`config.mk`:
```
export PLATFORM = sky130hd
export DESIGN_NAME = strongly_connected_components
export DESIGN_NICKNAME = d
export VERILOG_FILES = /design/src/scc_pkg.sv /design/src/scc_datapath.sv /design/src/scc_ctrl.sv /design/src/strongly_connected_components.sv
export SDC_FILE = /design/constraint.sdc
export NUM_CORES = 1
export LEC_CHECK = 0
export ABC_AREA = 0
export BUFFER_PORTS_ARGS = -buffer_cell sky130_fd_sc_hd__clkbuf_2
export CORE_AREA = 3 3 262 264
export CTS_CLUSTER_DIAMETER = 120
export DETAILED_ROUTE_END_ITERATION = 10
export DIE_AREA = 0 0 265 267
export GPL_TIMING_DRIVEN = 1
export HOLD_SLACK_MARGIN = 0.05
export PLACE_DENSITY_LB_ADDON = 0.08
export SLEW_MARGIN = 20
export SYNTH_ARGS = -nofsm -noshare
export SYNTH_HDL_FRONTEND = slang
export SYNTH_SLANG_ARGS = --single-unit
```
`constraint.sdc`:
```
create_clock -name aclk -period 9.2 [get_ports aclk]
set_input_delay 0 -clock aclk [delete_from_list [all_inputs] [get_ports aclk]]
set_output_delay 0 -clock aclk [all_outputs]
set_load 0.005 [all_outputs]
```
`src/scc_pkg.sv`:
```
// shared constants and types for the strongly connected components block
package scc_pkg;
    localparam int MAX_VERTICES = 16;
    localparam int MAX_EDGES    = 64;
    localparam int VW = $clog2(MAX_VERTICES);
    localparam int EW = $clog2(MAX_EDGES);
    localparam int CW = EW + 1;
    localparam int NW = VW + 1;
    localparam logic REQ_EDGE = 1'b0;
    localparam logic REQ_RUN  = 1'b1;

    // controller to datapath commands
    typedef struct packed {
        logic store_edge;
        logic start_run;
        logic next_root;
        logic enter_root;
        logic cursor_read;
        logic edge_eval;
        logic frame_done;
        logic pop_one;
        logic frame_pop;
        logic finish;
        logic load_out;
    } scc_cmd_t;

    // datapath to controller status
    typedef struct packed {
        logic root_done;
        logic root_visited;
        logic cursor_zero;
        logic descend;
        logic is_root;
        logic pop_last;
        logic frames_empty;
    } scc_stat_t;
endpackage

```
`src/scc_datapath.sv`:
```
// edge memory, marks, stacks and output register of the search
module scc_datapath import scc_pkg::*; (
    input  logic            aclk,
    input  logic            aresetn,
    input  logic            cfg_we,
    input  logic [4:0]      cfg_wdata,
    input  logic [VW-1:0]   edge_from,
    input  logic [VW-1:0]   edge_to,
    input  scc_cmd_t        cmd,
    output scc_stat_t       stat,
    output logic [VW-1:0]   pop_vertex,
    output logic            pop_is_end,
    output logic            drop_out
);
    logic [4:0]    nv_reg;
    logic [NW-1:0] n_lim;
    logic [VW-1:0] esrc [MAX_EDGES];
    logic [VW-1:0] edst [MAX_EDGES];
    logic [CW-1:0] ecount_reg;
    logic          drop_reg, drop_run_reg;
    logic [MAX_VERTICES-1:0] visited_reg, onstk_reg;
    logic [VW-1:0] order_of [MAX_VERTICES];
    logic [VW-1:0] low_of [MAX_VERTICES];
    logic [VW-1:0] cstack [MAX_VERTICES];
    logic [VW-1:0] fvert [MAX_VERTICES];
    logic [CW-1:0] fcur [MAX_VERTICES];
    logic [NW-1:0] ctop_reg, ftop_reg;
    logic [VW:0]   order_reg;
    logic [NW-1:0] root_reg;
    logic [VW-1:0] es_reg, ed_reg;
    logic [VW-1:0] pend_vertex_reg;
    logic          pend_end_reg;
    logic [VW-1:0] v_top, w_new, x_pop;
    logic [VW-1:0] fidx, cidx;
    logic          edge_ok;

    // saturated vertex count
    assign n_lim = (nv_reg > 5'(MAX_VERTICES)) ? NW'(MAX_VERTICES) : NW'(nv_reg);
    assign fidx  = VW'(ftop_reg - 1'b1);
    assign cidx  = VW'(ctop_reg - 1'b1);
    assign v_top = fvert[fidx];
    assign x_pop = cstack[cidx];
    assign w_new = ed_reg;
    assign edge_ok = (es_reg == v_top) && ({1'b0, ed_reg} < n_lim);

    // status toward the controller
    assign stat.root_done    = (root_reg >= n_lim);
    assign stat.root_visited = visited_reg[root_reg[VW-1:0]];
    assign stat.cursor_zero  = (fcur[fidx] == '0);
    assign stat.descend      = edge_ok && !visited_reg[w_new];
    assign stat.is_root      = (order_of[v_top] == low_of[v_top]);
    assign stat.pop_last     = (x_pop == v_top) || (ctop_reg <= NW'(1));
    assign stat.frames_empty = (ftop_reg == NW'(1));

    // edge memory write and cursor read
    always_ff @(posedge aclk) begin
        if (cmd.store_edge && ecount_reg < CW'(MAX_EDGES)
            && {1'b0, edge_from} < n_lim && {1'b0, edge_to} < n_lim) begin
            esrc[ecount_reg[EW-1:0]] <= edge_from;
            edst[ecount_reg[EW-1:0]] <= edge_to;
        end
        if (cmd.cursor_read) begin
            es_reg <= esrc[EW'(fcur[fidx] - 1'b1)];
            ed_reg <= edst[EW'(fcur[fidx] - 1'b1)];
        end
    end

    // search state
    always_ff @(posedge aclk) begin
        if (!aresetn) begin
            nv_reg <= 5'(MAX_VERTICES);
            ecount_reg <= '0;
            drop_reg <= 1'b0;
            drop_run_reg <= 1'b0;
            visited_reg <= '0;
            onstk_reg <= '0;
            ctop_reg <= '0;
            ftop_reg <= '0;
            order_reg <= '0;
            root_reg <= '0;
        end else begin
            if (cfg_we) nv_reg <= cfg_wdata;
            if (cmd.store_edge) begin
                if (ecount_reg >= CW'(MAX_EDGES) || {1'b0, edge_from} >= n_lim
                    || {1'b0, edge_to} >= n_lim)
                    drop_reg <= 1'b1;
                else
                    ecount_reg <= ecount_reg + 1'b1;
            end
            if (cmd.start_run) begin
                drop_run_reg <= drop_reg;
                root_reg <= '0;
            end
            if (cmd.next_root) root_reg <= root_reg + 1'b1;
            if (cmd.enter_root || (cmd.edge_eval && stat.descend)) begin
                logic [VW-1:0] nv;
                nv = cmd.enter_root ? root_reg[VW-1:0] : w_new;
                visited_reg[nv] <= 1'b1;
                onstk_reg[nv] <= 1'b1;
                order_of[nv] <= order_reg[VW-1:0];
                low_of[nv] <= order_reg[VW-1:0];
                order_reg <= order_reg + 1'b1;
                cstack[ctop_reg[VW-1:0]] <= nv;
                ctop_reg <= ctop_reg + 1'b1;
                fvert[ftop_reg[VW-1:0]] <= nv;
                fcur[ftop_reg[VW-1:0]] <= ecount_reg;
                ftop_reg <= ftop_reg + 1'b1;
            end
            if (cmd.cursor_read) fcur[fidx] <= fcur[fidx] - 1'b1;
            if (cmd.edge_eval && edge_ok && visited_reg[w_new] && onstk_reg[w_new]
                && order_of[w_new] < low_of[v_top])
                low_of[v_top] <= order_of[w_new];
            // popped vertex waits here until the next pop or the end of the run tells whether it is last
            if (cmd.pop_one) begin
                onstk_reg[x_pop] <= 1'b0;
                ctop_reg <= ctop_reg - 1'b1;
                pend_vertex_reg <= x_pop;
                pend_end_reg <= (x_pop == v_top);
            end
            // pending vertex moves into the output register
            if (cmd.load_out) begin
                pop_vertex <= pend_vertex_reg;
                pop_is_end <= pend_end_reg;
            end
            if (cmd.frame_pop) begin
                ftop_reg <= ftop_reg - 1'b1;
                if (ftop_reg > NW'(1) && low_of[v_top] < low_of[fvert[VW'(ftop_reg - 2'd2)]])
                    low_of[fvert[VW'(ftop_reg - 2'd2)]] <= low_of[v_top];
            end
            if (cmd.finish) begin
                ecount_reg <= '0;
                drop_reg <= 1'b0;
                visited_reg <= '0;
                onstk_reg <= '0;
                ctop_reg <= '0;
                ftop_reg <= '0;
                order_reg <= '0;
            end
        end
    end

    assign drop_out = drop_run_reg;

    // roots enter with no frames, pops never hit an empty stack, finish clears edges and marks
    assert property (@(posedge aclk) disable iff (!aresetn)
        cmd.enter_root |-> ftop_reg == '0) else $error("root entered with frames");
    assert property (@(posedge aclk) disable iff (!aresetn)
        cmd.pop_one |-> ctop_reg != '0) else $error("pop of empty stack");
    assert property (@(posedge aclk) disable iff (!aresetn)
        cmd.finish |=> ecount_reg == '0 && visited_reg == '0) else $error("no clear");
endmodule

```
`src/scc_ctrl.sv`:
```
// sequencer of the depth-first search and output handshake
module scc_ctrl import scc_pkg::*; (
    input  logic      aclk,
    input  logic      aresetn,
    input  logic      s_tvalid,
    output logic      s_tready,
    input  logic      req_run,
    output logic      m_tvalid,
    input  logic      m_tready,
    output logic      m_last,
    output scc_cmd_t  cmd,
    input  scc_stat_t stat
);
    localparam logic [3:0] S_IDLE = 4'd0, S_ROOT = 4'd1, S_FRAME = 4'd2,
        S_EVAL = 4'd3, S_POP = 4'd4, S_HOLD = 4'd5, S_FPOP = 4'd6,
        S_DONE = 4'd7, S_FLUSH = 4'd8;
    logic [3:0] state_reg, state_next;
    logic       hold_valid_reg, hold_valid_next, hold_last_reg, hold_last_next;
    logic       pend_reg, pend_next;

    assign m_tvalid = hold_valid_reg;
    assign m_last   = hold_last_reg;
    assign s_tready = (state_reg == S_IDLE);

    // state transitions and commands
    always_comb begin
        cmd = '0;
        state_next = state_reg;
        hold_valid_next = hold_valid_reg && !m_tready;
        hold_last_next = hold_last_reg;
        pend_next = pend_reg;
        unique case (state_reg)
            S_IDLE: begin
                if (s_tvalid) begin
                    if (req_run) begin
                        cmd.start_run = 1'b1;
                        pend_next = 1'b0;
                        state_next = S_ROOT;
                    end else cmd.store_edge = 1'b1;
                end
            end
            S_ROOT: begin
                if (stat.root_done) state_next = S_DONE;
                else if (stat.root_visited) cmd.next_root = 1'b1;
                else begin
                    cmd.enter_root = 1'b1;
                    cmd.next_root = 1'b1;
                    state_next = S_FRAME;
                end
            end
            S_FRAME: begin
                if (stat.cursor_zero) begin
                    state_next = stat.is_root ? S_POP : S_FPOP;
                end else begin
                    cmd.cursor_read = 1'b1;
                    state_next = S_EVAL;
                end
            end
            S_EVAL: begin
                cmd.edge_eval = 1'b1;
                state_next = S_FRAME;
            end
            S_POP: begin
                // only pop when the output register can take the word
                if (!hold_valid_reg || m_tready) begin
                    if (pend_reg) begin
                        hold_valid_next = 1'b1;
                        hold_last_next = 1'b0;
                        cmd.load_out = 1'b1;
                    end
                    cmd.pop_one = 1'b1;
                    pend_next = 1'b1;
                    state_next = stat.pop_last ? S_FPOP : S_POP;
                end
            end
            S_FPOP: begin
                cmd.frame_pop = 1'b1;
                state_next = stat.frames_empty ? S_ROOT : S_FRAME;
            end
            S_DONE: begin
                if (!pend_reg) begin
                    cmd.finish = 1'b1;
                    state_next = S_FLUSH;
                end else if (!hold_valid_reg || m_tready) begin
                    hold_valid_next = 1'b1;
                    hold_last_next = 1'b1;
                    cmd.load_out = 1'b1;
                    pend_next = 1'b0;
                    cmd.finish = 1'b1;
                    state_next = S_FLUSH;
                end
            end
            S_FLUSH: begin
                if (!hold_valid_reg || m_tready) state_next = S_IDLE;
            end
            default: state_next = S_IDLE;
        endcase
    end

    // control registers
    always_ff @(posedge aclk) begin
        if (!aresetn) begin
            state_reg <= S_IDLE;
            hold_valid_reg <= 1'b0;
            hold_last_reg <= 1'b0;
            pend_reg <= 1'b0;
        end else begin
            state_reg <= state_next;
            hold_valid_reg <= hold_valid_next;
            hold_last_reg <= hold_last_next;
            pend_reg <= pend_next;
        end
    end

    assert property (@(posedge aclk) disable iff (!aresetn)
        s_tready |-> !pend_reg) else $error("pending word while idle");
    assert property (@(posedge aclk) disable iff (!aresetn)
        (cmd.pop_one && hold_valid_reg) |-> m_tready) else $error("word overwritten");
    assert property (@(posedge aclk) disable iff (!aresetn)
        (state_reg == S_FLUSH) |-> !pend_reg) else $error("word lost at end");
endmodule

```
`src/strongly_connected_components.sv`:
```
// top level of the strongly connected components block
// channel  | dir | tdata (low bit up)          | tuser/tlast
// s_ edge  | in  | edge_from[3:0] edge_to[7:4]  | tuser = req_type
// m_ vert  | out | vertex[3:0]                 | tuser = component_end, edges_dropped; tlast
// edges are accepted while the block is idle; a run tries every stored edge for each vertex
// it visits, reading the edge memory one entry at a time in the search loop.
// a vertex word is held in the output register; the search stalls while it waits.
// reset is synchronous and leaves the block empty with 16 vertices.
module strongly_connected_components import scc_pkg::*; (
    input  logic       aclk,
    input  logic       aresetn,
    input  logic       cfg_we,
    input  logic [4:0] cfg_wdata,
    input  logic       s_tvalid,
    output logic       s_tready,
    input  logic [7:0] s_tdata,   // edge_from, edge_to
    input  logic       s_tuser,   // req_type
    output logic       m_tvalid,
    input  logic       m_tready,
    output logic [7:0] m_tdata,   // vertex, zero fill
    output logic [1:0] m_tuser,   // component_end, edges_dropped
    output logic       m_tlast
);
    scc_cmd_t  cmd;
    scc_stat_t stat;
    logic [VW-1:0] pop_vertex;
    logic pop_is_end, drop_out;

    scc_ctrl u_ctrl (
        .aclk(aclk), .aresetn(aresetn), .s_tvalid(s_tvalid), .s_tready(s_tready),
        .req_run(s_tuser == REQ_RUN), .m_tvalid(m_tvalid), .m_tready(m_tready),
        .m_last(m_tlast), .cmd(cmd), .stat(stat)
    );

    scc_datapath u_dp (
        .aclk(aclk), .aresetn(aresetn), .cfg_we(cfg_we), .cfg_wdata(cfg_wdata),
        .edge_from(s_tdata[3:0]), .edge_to(s_tdata[7:4]), .cmd(cmd), .stat(stat),
        .pop_vertex(pop_vertex), .pop_is_end(pop_is_end), .drop_out(drop_out)
    );

    assign m_tdata = {4'b0, pop_vertex};
    assign m_tuser = {drop_out, pop_is_end};
endmodule

```
### After elaboration in Yosys (flattened, before gate mapping)

Memory sizes are Yosys's and may differ from the RTL's. A register that Yosys moved wholly into a read port is not among the register bits.
Cells that the tools add are included.

| operators by class | value |
|---|---|
| equal/unequal tests | 20 |
| reduce and logical (&&, ||, !) cells | 40 |
| bitwise operators | 6 |
| muxes and demuxes | 93 |
| $add $sub $neg | 9 |
| order comparisons | 19 |

Operators by type and width:

| operator | count |
|---|---|
| $mux 4 | 15 |
| $mux 1 | 49 |
| $mux 16 | 3 |
| $mux 5 | 7 |
| $or 16x16->16 | 2 |
| $pmux 4 s8 | 1 |
| $add 5x1->5 const B | 4 |
| $lt 4x5->1 const B | 4 |
| $and 16x16->16 | 1 |
| $mux 2 | 8 |
| $not 16->16 | 1 |
| $lt 4x5->1 | 3 |
| $logic_and 1x1->1 | 14 |
| $bmux 1 s4 | 3 |
| $eq 4x3->1 const B | 3 |
| $eq 4x4->1 | 3 |
| $ne 2x1->1 const B | 6 |
| $ge 4x5->1 | 2 |
| $sub 5x1->5 const B | 2 |
| $demux 1 s4 | 2 |
| $eq 4x2->1 const B | 2 |
| $ge 4x1->1 const B | 2 |
| $lt 4x4->1 | 2 |
| $reduce_and 2->1 | 4 |
| other kinds (30) | 44 |

| storage, ports and cells | value |
|---|---|
| memories kept | 7 |
| RAM bits | 880 |
| flip-flop bits (word level) | 83 |
| output and inout bits | 13 |
| input port bits | 19 |

Memories:

| name | words | bits a word | rd ports | clocked after memory_dff | wr ports | RTL line | source |
|---|---|---|---|---|---|---|---|
| u_dp.edst | 64 | 4 | 1 | 1 | 1 | scc_datapath.sv:18 | `logic [VW-1:0] edst [MAX_EDGES];` |
| u_dp.esrc | 64 | 4 | 1 | 1 | 1 | scc_datapath.sv:17 | `logic [VW-1:0] esrc [MAX_EDGES];` |
| u_dp.fcur | 16 | 7 | 1 | 0 | 1 | scc_datapath.sv:26 | `logic [CW-1:0] fcur [MAX_VERTICES];` |
| u_dp.cstack | 16 | 4 | 1 | 0 | 1 | scc_datapath.sv:24 | `logic [VW-1:0] cstack [MAX_VERTICES];` |
| u_dp.fvert | 16 | 4 | 2 | 0 | 1 | scc_datapath.sv:25 | `logic [VW-1:0] fvert [MAX_VERTICES];` |
| u_dp.low_of | 16 | 4 | 2 | 0 | 1 | scc_datapath.sv:23 | `logic [VW-1:0] low_of [MAX_VERTICES];` |
| +1 memories | -- | -- | -- | -- | -- | -- |  |

### Longest topological paths before layout

Gate-level depths: netlist (run 1).

| logic depth | value |
|---|---|
| word-level depth | 15 |
| mapped depth | 28 |
| mapped depth without buffers | 19 |

### By module

A second synthesis (run 1) with hierarchy kept.

| unflattened totals | value |
|---|---|
| cells, all modules | 2869 |
| area total of the unflattened synthesis | 44681.6 µm² |

Modules (own cells, without submodules):

| module | area each (µm²) | times used | seq. area each (µm²) | cells each |
|---|---|---|---|---|
| scc_datapath | 44042.2 | 1 | 28267.1 | 2786 |
| scc_ctrl | 590.6 | 1 | 140.1 | 76 |
| strongly_connected_components | 48.8 | 1 | 0.0 | 7 |

### Worst setup path after synthesis (run 1)

OpenSTA, ideal clock, no wires.

| timing | value |
|---|---|
| kind | flip-flop to flip-flop |
| start | register u_dp.ftop_reg[0] |
| end | memory u_dp.low_of[0][1] in the netlist's numbering (data pin) |
| library setup time | 330 ps |
| data arrival time | 7270 ps |
| data required time | 8870 ps |
| stages on the path, launching flop included | 29 |
| setup slack | 1600 ps |
| cells stage by stage | dfxtp_1 > buf_6 > buf_6 > buf_6 > buf_6 > buf_6 > buf_2 > buf_2 > inv_1 > ha_1 > clkbuf_1 > mux4_2 > mux4_2 > buf_2 > buf_4 > buf_1 > clkbuf_1 > nand2_1 > o211ai_1 > a31oi_1 > inv_1 > ha_1 > a211oi_1 > nand3_1 > or4b_1 > a2111oi_4 > nor2_1 > mux2i_1 > o21ai_0 |

| on the way | value |
|---|---|
| longest elaborated chain between the ends | 14 |
| elaborated cells between the ends (all ways) | 25 |
| those cells by class | add/sub: 2; order compare: 3; eq/ne: 1; mux: 9; reduce/logical: 8; memory: 2 |

Ends and longest elaborated chain:

| element | RTL line | source |
|---|---|---|
| start, declared | scc_datapath.sv:27 | `logic [NW-1:0] ctop_reg, ftop_reg;` |
| start signal, assigned | scc_datapath.sv:107 | `ftop_reg <= ftop_reg + 1'b1;` |
| start signal, assigned | scc_datapath.sv:126 | `ftop_reg <= ftop_reg - 1'b1;` |
| branches (longest 13 deep; another with $sub 5x1->5) | -- |  |
| $mux 4 (no source line) (*) | -- |  |
| end, declared | scc_datapath.sv:23 |  |

Mark *: on every way between the ends.

### Final worst setup path (run 1)

| timing | value |
|---|---|
| start | register u_dp.ftop_reg[1] |
| end | memory u_dp.low_of[7][1] in the netlist's numbering (enable) |

| on the way | value |
|---|---|
| longest elaborated chain between the ends | 14 |
| elaborated cells between the ends (all ways) | 33 |
| those cells by class | add/sub: 2; order compare: 3; eq/ne: 1; mux: 14; reduce/logical: 11; memory: 2 |

Ends and longest elaborated chain:

| element |
|---|
| branches (longest 14 deep; another with $sub 5x1->5) |

Parallel ways; which one is timed is not known.

==> results.sh, run 1 <==
export IMPL_power_mw=19.19
export IMPL_dr_pass1_iters=7
export IMPL_synth_area_um2=41640
export IMPL_synth_simple_gate_area_share_pct=5.457
export IMPL_synth_top_family_by_area="multiplexers"
export IMPL_setup_tns_ns=0
export IMPL_async_flop_share_pct=0
export IMPL_cts_setup_buffers=0
export IMPL_clock_root_buffer="clkbuf_16"
export IMPL_reg2reg_to="u_dp.low_of[7][1]$_DFFE_PP_"
export IMPL_hold_viol_final=0
export IMPL_required_ns=9.46
export IMPL_grt_max_degree=95
export IMPL_grt_pass1_vias=22478
export IMPL_multi_input_area_um2=12660
export IMPL_rsz0062_at_grt="false"
export IMPL_grt_overflow_total=0
export IMPL_nNetsFinal=2460
export IMPL_antenna_found_initial=0
export IMPL_max_vdd_ir_drop_v=0.0009263
export IMPL_fin_crit_ns=7.829
export IMPL_clock_sinks=970
export IMPL_synth_compound_area_share_pct=3.735
export IMPL_yosys_warnings=0
export IMPL_cap_violations=0
export IMPL_synthCells=2333
export IMPL_ys_ff_latch=970
export IMPL_cts_tree="yes"
export IMPL_dpl_hpwl_um=61830
export IMPL_synthAdderAreaFrac_pct=1.232
export IMPL_cts_resized=0
export IMPL_cts_clk_slew_worst_paths_ns=0.06
export IMPL_initial_core_util_pct=62.33
export IMPL_path_common_cell="a211oi_1"
export IMPL_io_pins=32
export IMPL_worstSetupEndpointType="register"
export IMPL_insertion_delay_ns=0.65
export IMPL_n_fill_cell=4265
export IMPL_cp_start_kind="register"
export IMPL_synthFlopType="edfxtp_1"
export IMPL_clk_path_buf_depth=3
export IMPL_synth_cell_type_count=73
export IMPL_synth_edf_count=898
export IMPL_clock_skew_ns=0.02131
export IMPL_final_cells=3351
export IMPL_cp_max_fo=47
export IMPL_h_tree_depth=3
export IMPL_dieHeight_um=267
export IMPL_gp_congestion=0.8944
export IMPL_drt_first_iter_violations=2381
export IMPL_holdBufCountCts=22
export IMPL_grt_pass1_wl_um=145400
export IMPL_hold_depth=2
export IMPL_path_cells="inv_2 -> ha_2 -> mux4_2 -> mux4_4 -> nor2b_1 -> a211oi_1 -> a211oi_1 -> a211oi_1 -> a31oi_1 -> inv_1 -> ha_1 -> a211oi_1 -> nand3_1 -> or4b_1 -> a31oi_1 -> o21bai_1 -> a31o_2 -> nor4_1"
export IMPL_port_buffers=27
export IMPL_dp_cells=3154
export IMPL_core_um2=66800
export IMPL_min_from="s_tdata[5]"
export IMPL_avgSynthCellArea_um2=17.85
export IMPL_synth_xor_area_share_pct=0.8203
export IMPL_slew_viol_final=0
export IMPL_period_share_pct=85.10
export IMPL_final_layout_size_suffix_gt1_share_pct=23.41
export IMPL_hold_path_class="input pin to register"
export IMPL_wl_um=95990
export IMPL_area_growth_pct=10.75
export IMPL_p_per_area_nw_per_um2=416.0
export IMPL_ant_nets=0
export IMPL_final_cell_mix="edfxtp_1 (898), mux4_2 (287), nor2_1 (209), nand2_1 (106), clkbuf_16 (98)"
export IMPL_fp_dieW_um=265
export IMPL_ff2ff_path_depth=18
export IMPL_whs_ns=0.1518
export IMPL_ys_seq_area_share_pct=68.22
export IMPL_fmax_mhz=127.7
export IMPL_p_leak_nw=14.94
export IMPL_regToRegStartpoint="u_dp.ftop_reg[1]$_SDFFE_PP0P_"
export IMPL_wire_per_inst_um=28.64
export IMPL_finalSetupViolations=0
export IMPL_ff2ff_setup_slack_ns=1.37
export IMPL_synth_area_mux_share_pct=18.88
export IMPL_die_area_um2=70760
export IMPL_hold_path_end="u_dp.edst[11][1]$_DFFE_PP_"
export IMPL_cts_buffers=95
export IMPL_crit_arrival_ns=8.09
export IMPL_worst_slew_pin_slew_ns=1.177
export IMPL_grt_usage_pct=27.77
export IMPL_path_class="register to register"
export IMPL_relSlewSlack_pct=21.35
export IMPL_via_per_inst=6.672
export IMPL_cp_slowest_cell="mux4_4"
export IMPL_vias=22358
export IMPL_drc=0
export IMPL_final_common_cell="edfxtp_1"
export IMPL_status="completed"
export IMPL_core_rowCount=95
export IMPL_cp_slowest_stage_delay_ns=1.00
export IMPL_n_antenna_cell=0
export IMPL_regArea_um2=28410
==> layout make-up <==
type	instances	area share, %
well taps	873	2.368
clock buffers	131	5.765
clock inverters	44	1.028
multi-input cells	1214	27.45
repair buffers	97	1.606
inverters	22	0.1791
flip-flops and latches	970	61.61
==> worst max-delay path by stage <==
| stage | start | end | slack [ns] | cells past startpoint |
|---|---|---|---|---|
| after CTS | u_dp.ftop_reg[1]$_SDFFE_PP0P_ | u_dp.low_of[0][3]$_DFFE_PP_ | 1.47 | 18 |
| final | u_dp.ftop_reg[1]$_SDFFE_PP0P_ | u_dp.low_of[7][1]$_DFFE_PP_ | 1.37 | 18 |
| after global routing | u_dp.ftop_reg[1]$_SDFFE_PP0P_ | u_dp.low_of[4][2]$_DFFE_PP_ | 0.86 | 18 |
| after global placement | u_dp.ftop_reg[1]$_SDFFE_PP0P_ | u_dp.low_of[5][2]$_DFFE_PP_ | 1.77 | 18 |
| after floorplan | u_dp.ftop_reg[0]$_SDFFE_PP0P_ | u_dp.low_of[0][1]$_DFFE_PP_ | 1.60 | 28 |
| after detailed placement | u_dp.ftop_reg[1]$_SDFFE_PP0P_ | u_dp.low_of[0][1]$_DFFE_PP_ | 1.50 | 18 |
==> layer usage <==
| metal | vias to the layer above | wire (um) | GRT usage [%] |
|---|---|---|---|
| met4 | 0 | 3216 | 9.581 |
| met1 | 11583 | 38670 | 39.59 |
| li1 | 9586 | - | - |
| met2 | 1007 | 47350 | 45.43 |
| met3 | 182 | 6754 | 3.577 |
| met5 | - | 0 | 0 |
==> stage by stage <==
| stage | instance area [um^2] | utilization, % | setup WS (ns) |
|---|---|---|---|
| 6_report | 46120 | 69.04 | 1.371 |
| 5_1_grt | 46120 | 69.04 | 0.8603 |
| 4_1_cts | 46110 | 69.02 | 1.467 |
| 3_5_place_dp | 42750 | 64.00 | 1.504 |
| 3_3_place_gp | 42750 | 63.99 | 1.770 |
| 2_1_floorplan | 41650 | - | 1.600 |
==> critical path: cells and delay by family, from the launching register on <==
kind                     cells  cell delay (ns)
buffers and inverters        2             0.40
AO/OA/AOI/OAI                8             2.25
multiplexers                 2             1.37
AND/OR/NAND/NOR              4             1.78
adder cells (fa/ha/maj)      2             0.83
flip-flops                   1             0.76
==> Yosys cell counts, types with 15 or more instances <==
library cell | instances | area [um^2]
inv_1 | 20 | 75.07
mux2i_1 | 98 | 980.9
buf_1 | 15 | 56.30
edfxtp_1 | 898 | 26970
ha_1 | 41 | 513.0
clkbuf_1 | 72 | 270.3
nor2b_1 | 25 | 156.4
xor2_1 | 19 | 166.4
nand2_1 | 106 | 397.9
nor2_1 | 209 | 784.5
and2_1 | 20 | 125.1
xnor2_1 | 20 | 175.2
a31oi_1 | 18 | 112.6
dfxtp_1 | 72 | 1441
o21a_1 | 22 | 165.2
mux2_2 | 33 | 371.6
a211oi_1 | 31 | 232.7
o221a_2 | 15 | 168.9
o21ai_0 | 29 | 145.1
mux4_2 | 289 | 6509
nor4_1 | 23 | 143.9
nand3_1 | 33 | 165.2
buf_2 | 29 | 145.1
a21oi_1 | 39 | 195.2
==> cells by family after synthesis <==
| logic type | Yosys count |
|---|---|
| muxes | 420 |
| xor gates and xnor gates | 39 |
| other | 1 |
| DFF | 970 |
| adders and majority gates | 41 |
| and+or+nand+nor | 492 |
| AOI/OAI and AO/OA | 218 |
| buffers and inverters | 152 |
==> report_power, final <==
part	internal (mW)	total, mW	switching, mW
Clock	2.25	3.88	1.62
Sequential	5.14	5.25	0.118
Combinational	4.60	10.1	5.45
Total	12.0	19.2	7.19
Note: power is estimated with default switching activity, not from simulation.
==> inputs of run 2 (changes only) <==
--- a/config.mk
+++ b/config.mk
@@ -6,11 +6,12 @@
 export NUM_CORES = 1
 export LEC_CHECK = 0
 export ABC_AREA = 0
+export ABC_CLOCK_PERIOD_IN_PS = 10100
 export BUFFER_PORTS_ARGS = -buffer_cell sky130_fd_sc_hd__clkbuf_2
-export CORE_AREA = 3 3 262 264
+export CORE_AREA = 3 3 179 356
 export CTS_CLUSTER_DIAMETER = 120
 export DETAILED_ROUTE_END_ITERATION = 10
-export DIE_AREA = 0 0 265 267
+export DIE_AREA = 0 0 182 359
 export GPL_TIMING_DRIVEN = 1
 export HOLD_SLACK_MARGIN = 0.05
 export PLACE_DENSITY_LB_ADDON = 0.08
==> constraint.sdc (replaced) <==
create_clock -name aclk -period 10.1 [get_ports aclk]
set_input_delay 0 -clock aclk [delete_from_list [all_inputs] [get_ports aclk]]
set_output_delay 0 -clock aclk [all_outputs]
set_load 0.005 [all_outputs]
==> run 2 against run 1 <==
Compared with the run above:
- register-to-register slack gained 0.69 ns
- first-iteration DRC count shrank 1.3%
- clock power shrank 21%
- hold slack gained 0.065 ns
- cell area shrank 1.5%
- sequential power shrank 8.6%
- critical path type unchanged
- critical endpoint is now u_dp.low_of[10][3]$_DFFE_PP_
- largest power group unchanged
==> results.sh, run 2 (same netlist as run 1, synthesis figures left out) <==
export IMPL_status="completed"
export IMPL_finalSetupViolations=0
export IMPL_p_leak_nw=14.64
export IMPL_path_common_cell="a211oi_1"
export IMPL_h_tree_depth=3
export IMPL_drc=0
export IMPL_clock_skew_ns=0.02423
export IMPL_nNetsFinal=2446
export IMPL_slew_viol_final=0
export IMPL_clock_root_buffer="clkbuf_16"
export IMPL_setup_tns_ns=0
export IMPL_hold_path_class="input pin to register"
export IMPL_antenna_found_initial=1
export IMPL_cp_slowest_cell="mux4_4"
export IMPL_multi_input_area_um2=12670
export IMPL_area_growth_pct=9.096
export IMPL_insertion_delay_ns=0.63
export IMPL_n_fill_cell=3533
export IMPL_place_area_um2=42640
export IMPL_grt_overflow_total=0
export IMPL_hold_path_end="u_dp.edst[10][2]$_DFFE_PP_"
export IMPL_final_common_cell="edfxtp_1"
export IMPL_die_area_um2=65340
export IMPL_min_from="s_tdata[6]"
export IMPL_drt_first_iter_violations=2349
export IMPL_grt_pass1_wl_um=157500
export IMPL_cp_max_fo=34
export IMPL_dr_pass1_iters=7
export IMPL_grt_usage_pct=33.21
export IMPL_io_pins=32
export IMPL_vias=22667
export IMPL_via_per_inst=7.029
export IMPL_gp_congestion=0.9693
export IMPL_ant_nets=0
export IMPL_cts_buffers=78
export IMPL_clock_sinks=970
export IMPL_wire_per_inst_um=32.95
export IMPL_core_rowCount=128
export IMPL_cts_tree="yes"
export IMPL_ff2ff_path_depth=20
export IMPL_period_share_pct=79.55
export IMPL_regArea_um2=28410
export IMPL_final_area_um2=45430
export IMPL_crit_arrival_ns=8.29
export IMPL_path_cells="inv_2 -> ha_1 -> a21boi_1 -> xor2_2 -> buf_4 -> mux4_4 -> nor2b_1 -> a211oi_1 -> a211oi_1 -> a211oi_1 -> a31oi_1 -> inv_1 -> ha_1 -> a211oi_1 -> nand3_1 -> or4b_1 -> a31oi_1 -> or3_1 -> a31oi_1 -> nor4_1"
export IMPL_reg2reg_to="u_dp.low_of[10][3]$_DFFE_PP_"
export IMPL_path_class="register to register"
export IMPL_dpl_hpwl_um=71820
export IMPL_final_layout_size_suffix_gt1_share_pct=23.11
export IMPL_relSlewSlack_pct=23.39
export IMPL_regToRegStartpoint="u_dp.ftop_reg[1]$_SDFFE_PP0P_"
export IMPL_cts_clk_slew_worst_paths_ns=0.07
export IMPL_cp_slowest_stage_delay_ns=0.98
export IMPL_final_cell_mix="edfxtp_1 (898), mux4_2 (287), nor2_1 (208), nand2_1 (106), mux2i_1 (95)"
export IMPL_dieHeight_um=359
export IMPL_fp_dieW_um=182
export IMPL_wl_um=106300
export IMPL_max_vdd_ir_drop_v=0.0006056
export IMPL_worst_slew_pin_slew_ns=1.140
export IMPL_grt_max_degree=68
export IMPL_port_buffers=27
export IMPL_n_antenna_cell=0
export IMPL_fin_crit_ns=8.035
export IMPL_hold_viol_final=0
export IMPL_grt_pass1_vias=23828
export IMPL_cp_start_kind="register"
export IMPL_ff2ff_setup_slack_ns=2.07
export IMPL_clk_path_buf_depth=3
export IMPL_initial_core_util_pct=68.06
export IMPL_hold_depth=2
export IMPL_required_ns=10.35
export IMPL_core_um2=61180
export IMPL_whs_ns=0.2165
export IMPL_cap_violations=0
export IMPL_worstSetupEndpointType="register"
export IMPL_fmax_mhz=124.5
export IMPL_p_per_area_nw_per_um2=379.9
export IMPL_rsz0062_at_grt="false"
==> run 2: changes by cell type in the layout (fill, tap and decap cells not counted), moves of 3 or more <==
cell	change
inv_8	+3
clkinv_8	+4
clkinv_1	-5
clkinvlp_4	+4
clkbuf_8	-8
clkbuf_1	-11
clkbuf_16	-19
buf_4	+4
==> run 2: layer usage <==
metal	part of all wire, %	GRT usage, %
met5	0	0
met4	8.4	21.98
met3	5.5	4.444
met2	56	60.90
met1	30	35.15
==> run 2: layout make-up <==
cell class	count	area share (%)
Sequential cell	970	62.54
Multi-Input combinational cell	1214	27.89
Clock buffer	91	4.451
Tap cell	780	2.148
Timing Repair Buffer	100	1.631
Clock inverter	48	1.154
Inverter	22	0.1818
==> run 2: worst max path at each step <==
stage | startpoint | to | cells past startpoint
floorplan | u_dp.ftop_reg[0]$_SDFFE_PP0P_ | u_dp.low_of[0][1]$_DFFE_PP_ | 28
detailed placement | u_dp.ftop_reg[1]$_SDFFE_PP0P_ | u_dp.low_of[10][0]$_DFFE_PP_ | 20
finish | u_dp.ftop_reg[1]$_SDFFE_PP0P_ | u_dp.low_of[10][3]$_DFFE_PP_ | 20
global route | u_dp.ftop_reg[1]$_SDFFE_PP0P_ | u_dp.low_of[10][3]$_DFFE_PP_ | 20
global placement | u_dp.ftop_reg[1]$_SDFFE_PP0P_ | u_dp.low_of[0][0]$_DFFE_PP_ | 20
CTS | u_dp.ftop_reg[1]$_SDFFE_PP0P_ | u_dp.low_of[10][3]$_DFFE_PP_ | 20
==> run 2: power breakdown <==
group | leakage, nW | internal (mW) | switching (mW)
Clock | 1.23 | 1.64 | 1.43
Combinational | 4.67 | 4.19 | 5.19
Sequential | 8.74 | 4.67 | 0.129
Total | 14.6 | 10.5 | 6.75
==> run 2: per-stage QoR <==
| stage | total power, mW | instances | util [%] | setup WS (ns) |
|---|---|---|---|---|
| floorplan | 11.30 | 2336 | - | 2.500 |
| global placement | 14.03 | 3063 | 69.67 | 2.434 |
| detailed placement | 14.20 | 3063 | 69.70 | 2.240 |
| CTS | 17.34 | 3225 | 74.24 | 2.199 |
| global route | 17.82 | 3225 | 74.25 | 1.697 |
| finish | 17.26 | 3225 | 74.25 | 2.065 |
==> run 2: critical path: cells and delay by family (launching register included) <==
kind | cells | cell delay, ns
compound gates | 8 | 2.45
xor+xnor | 1 | 0.16
fa+ha+maj | 2 | 0.47
buf+inv | 3 | 0.67
flops | 1 | 0.73
mux | 1 | 0.98
simple gates | 5 | 2.12
==> run 2: timing repair <==
action,in CTS,in global routing
buffers inserted,0,0
hold endpoints to repair,139,0
hold buffers,23,0
resized for setup,0,0
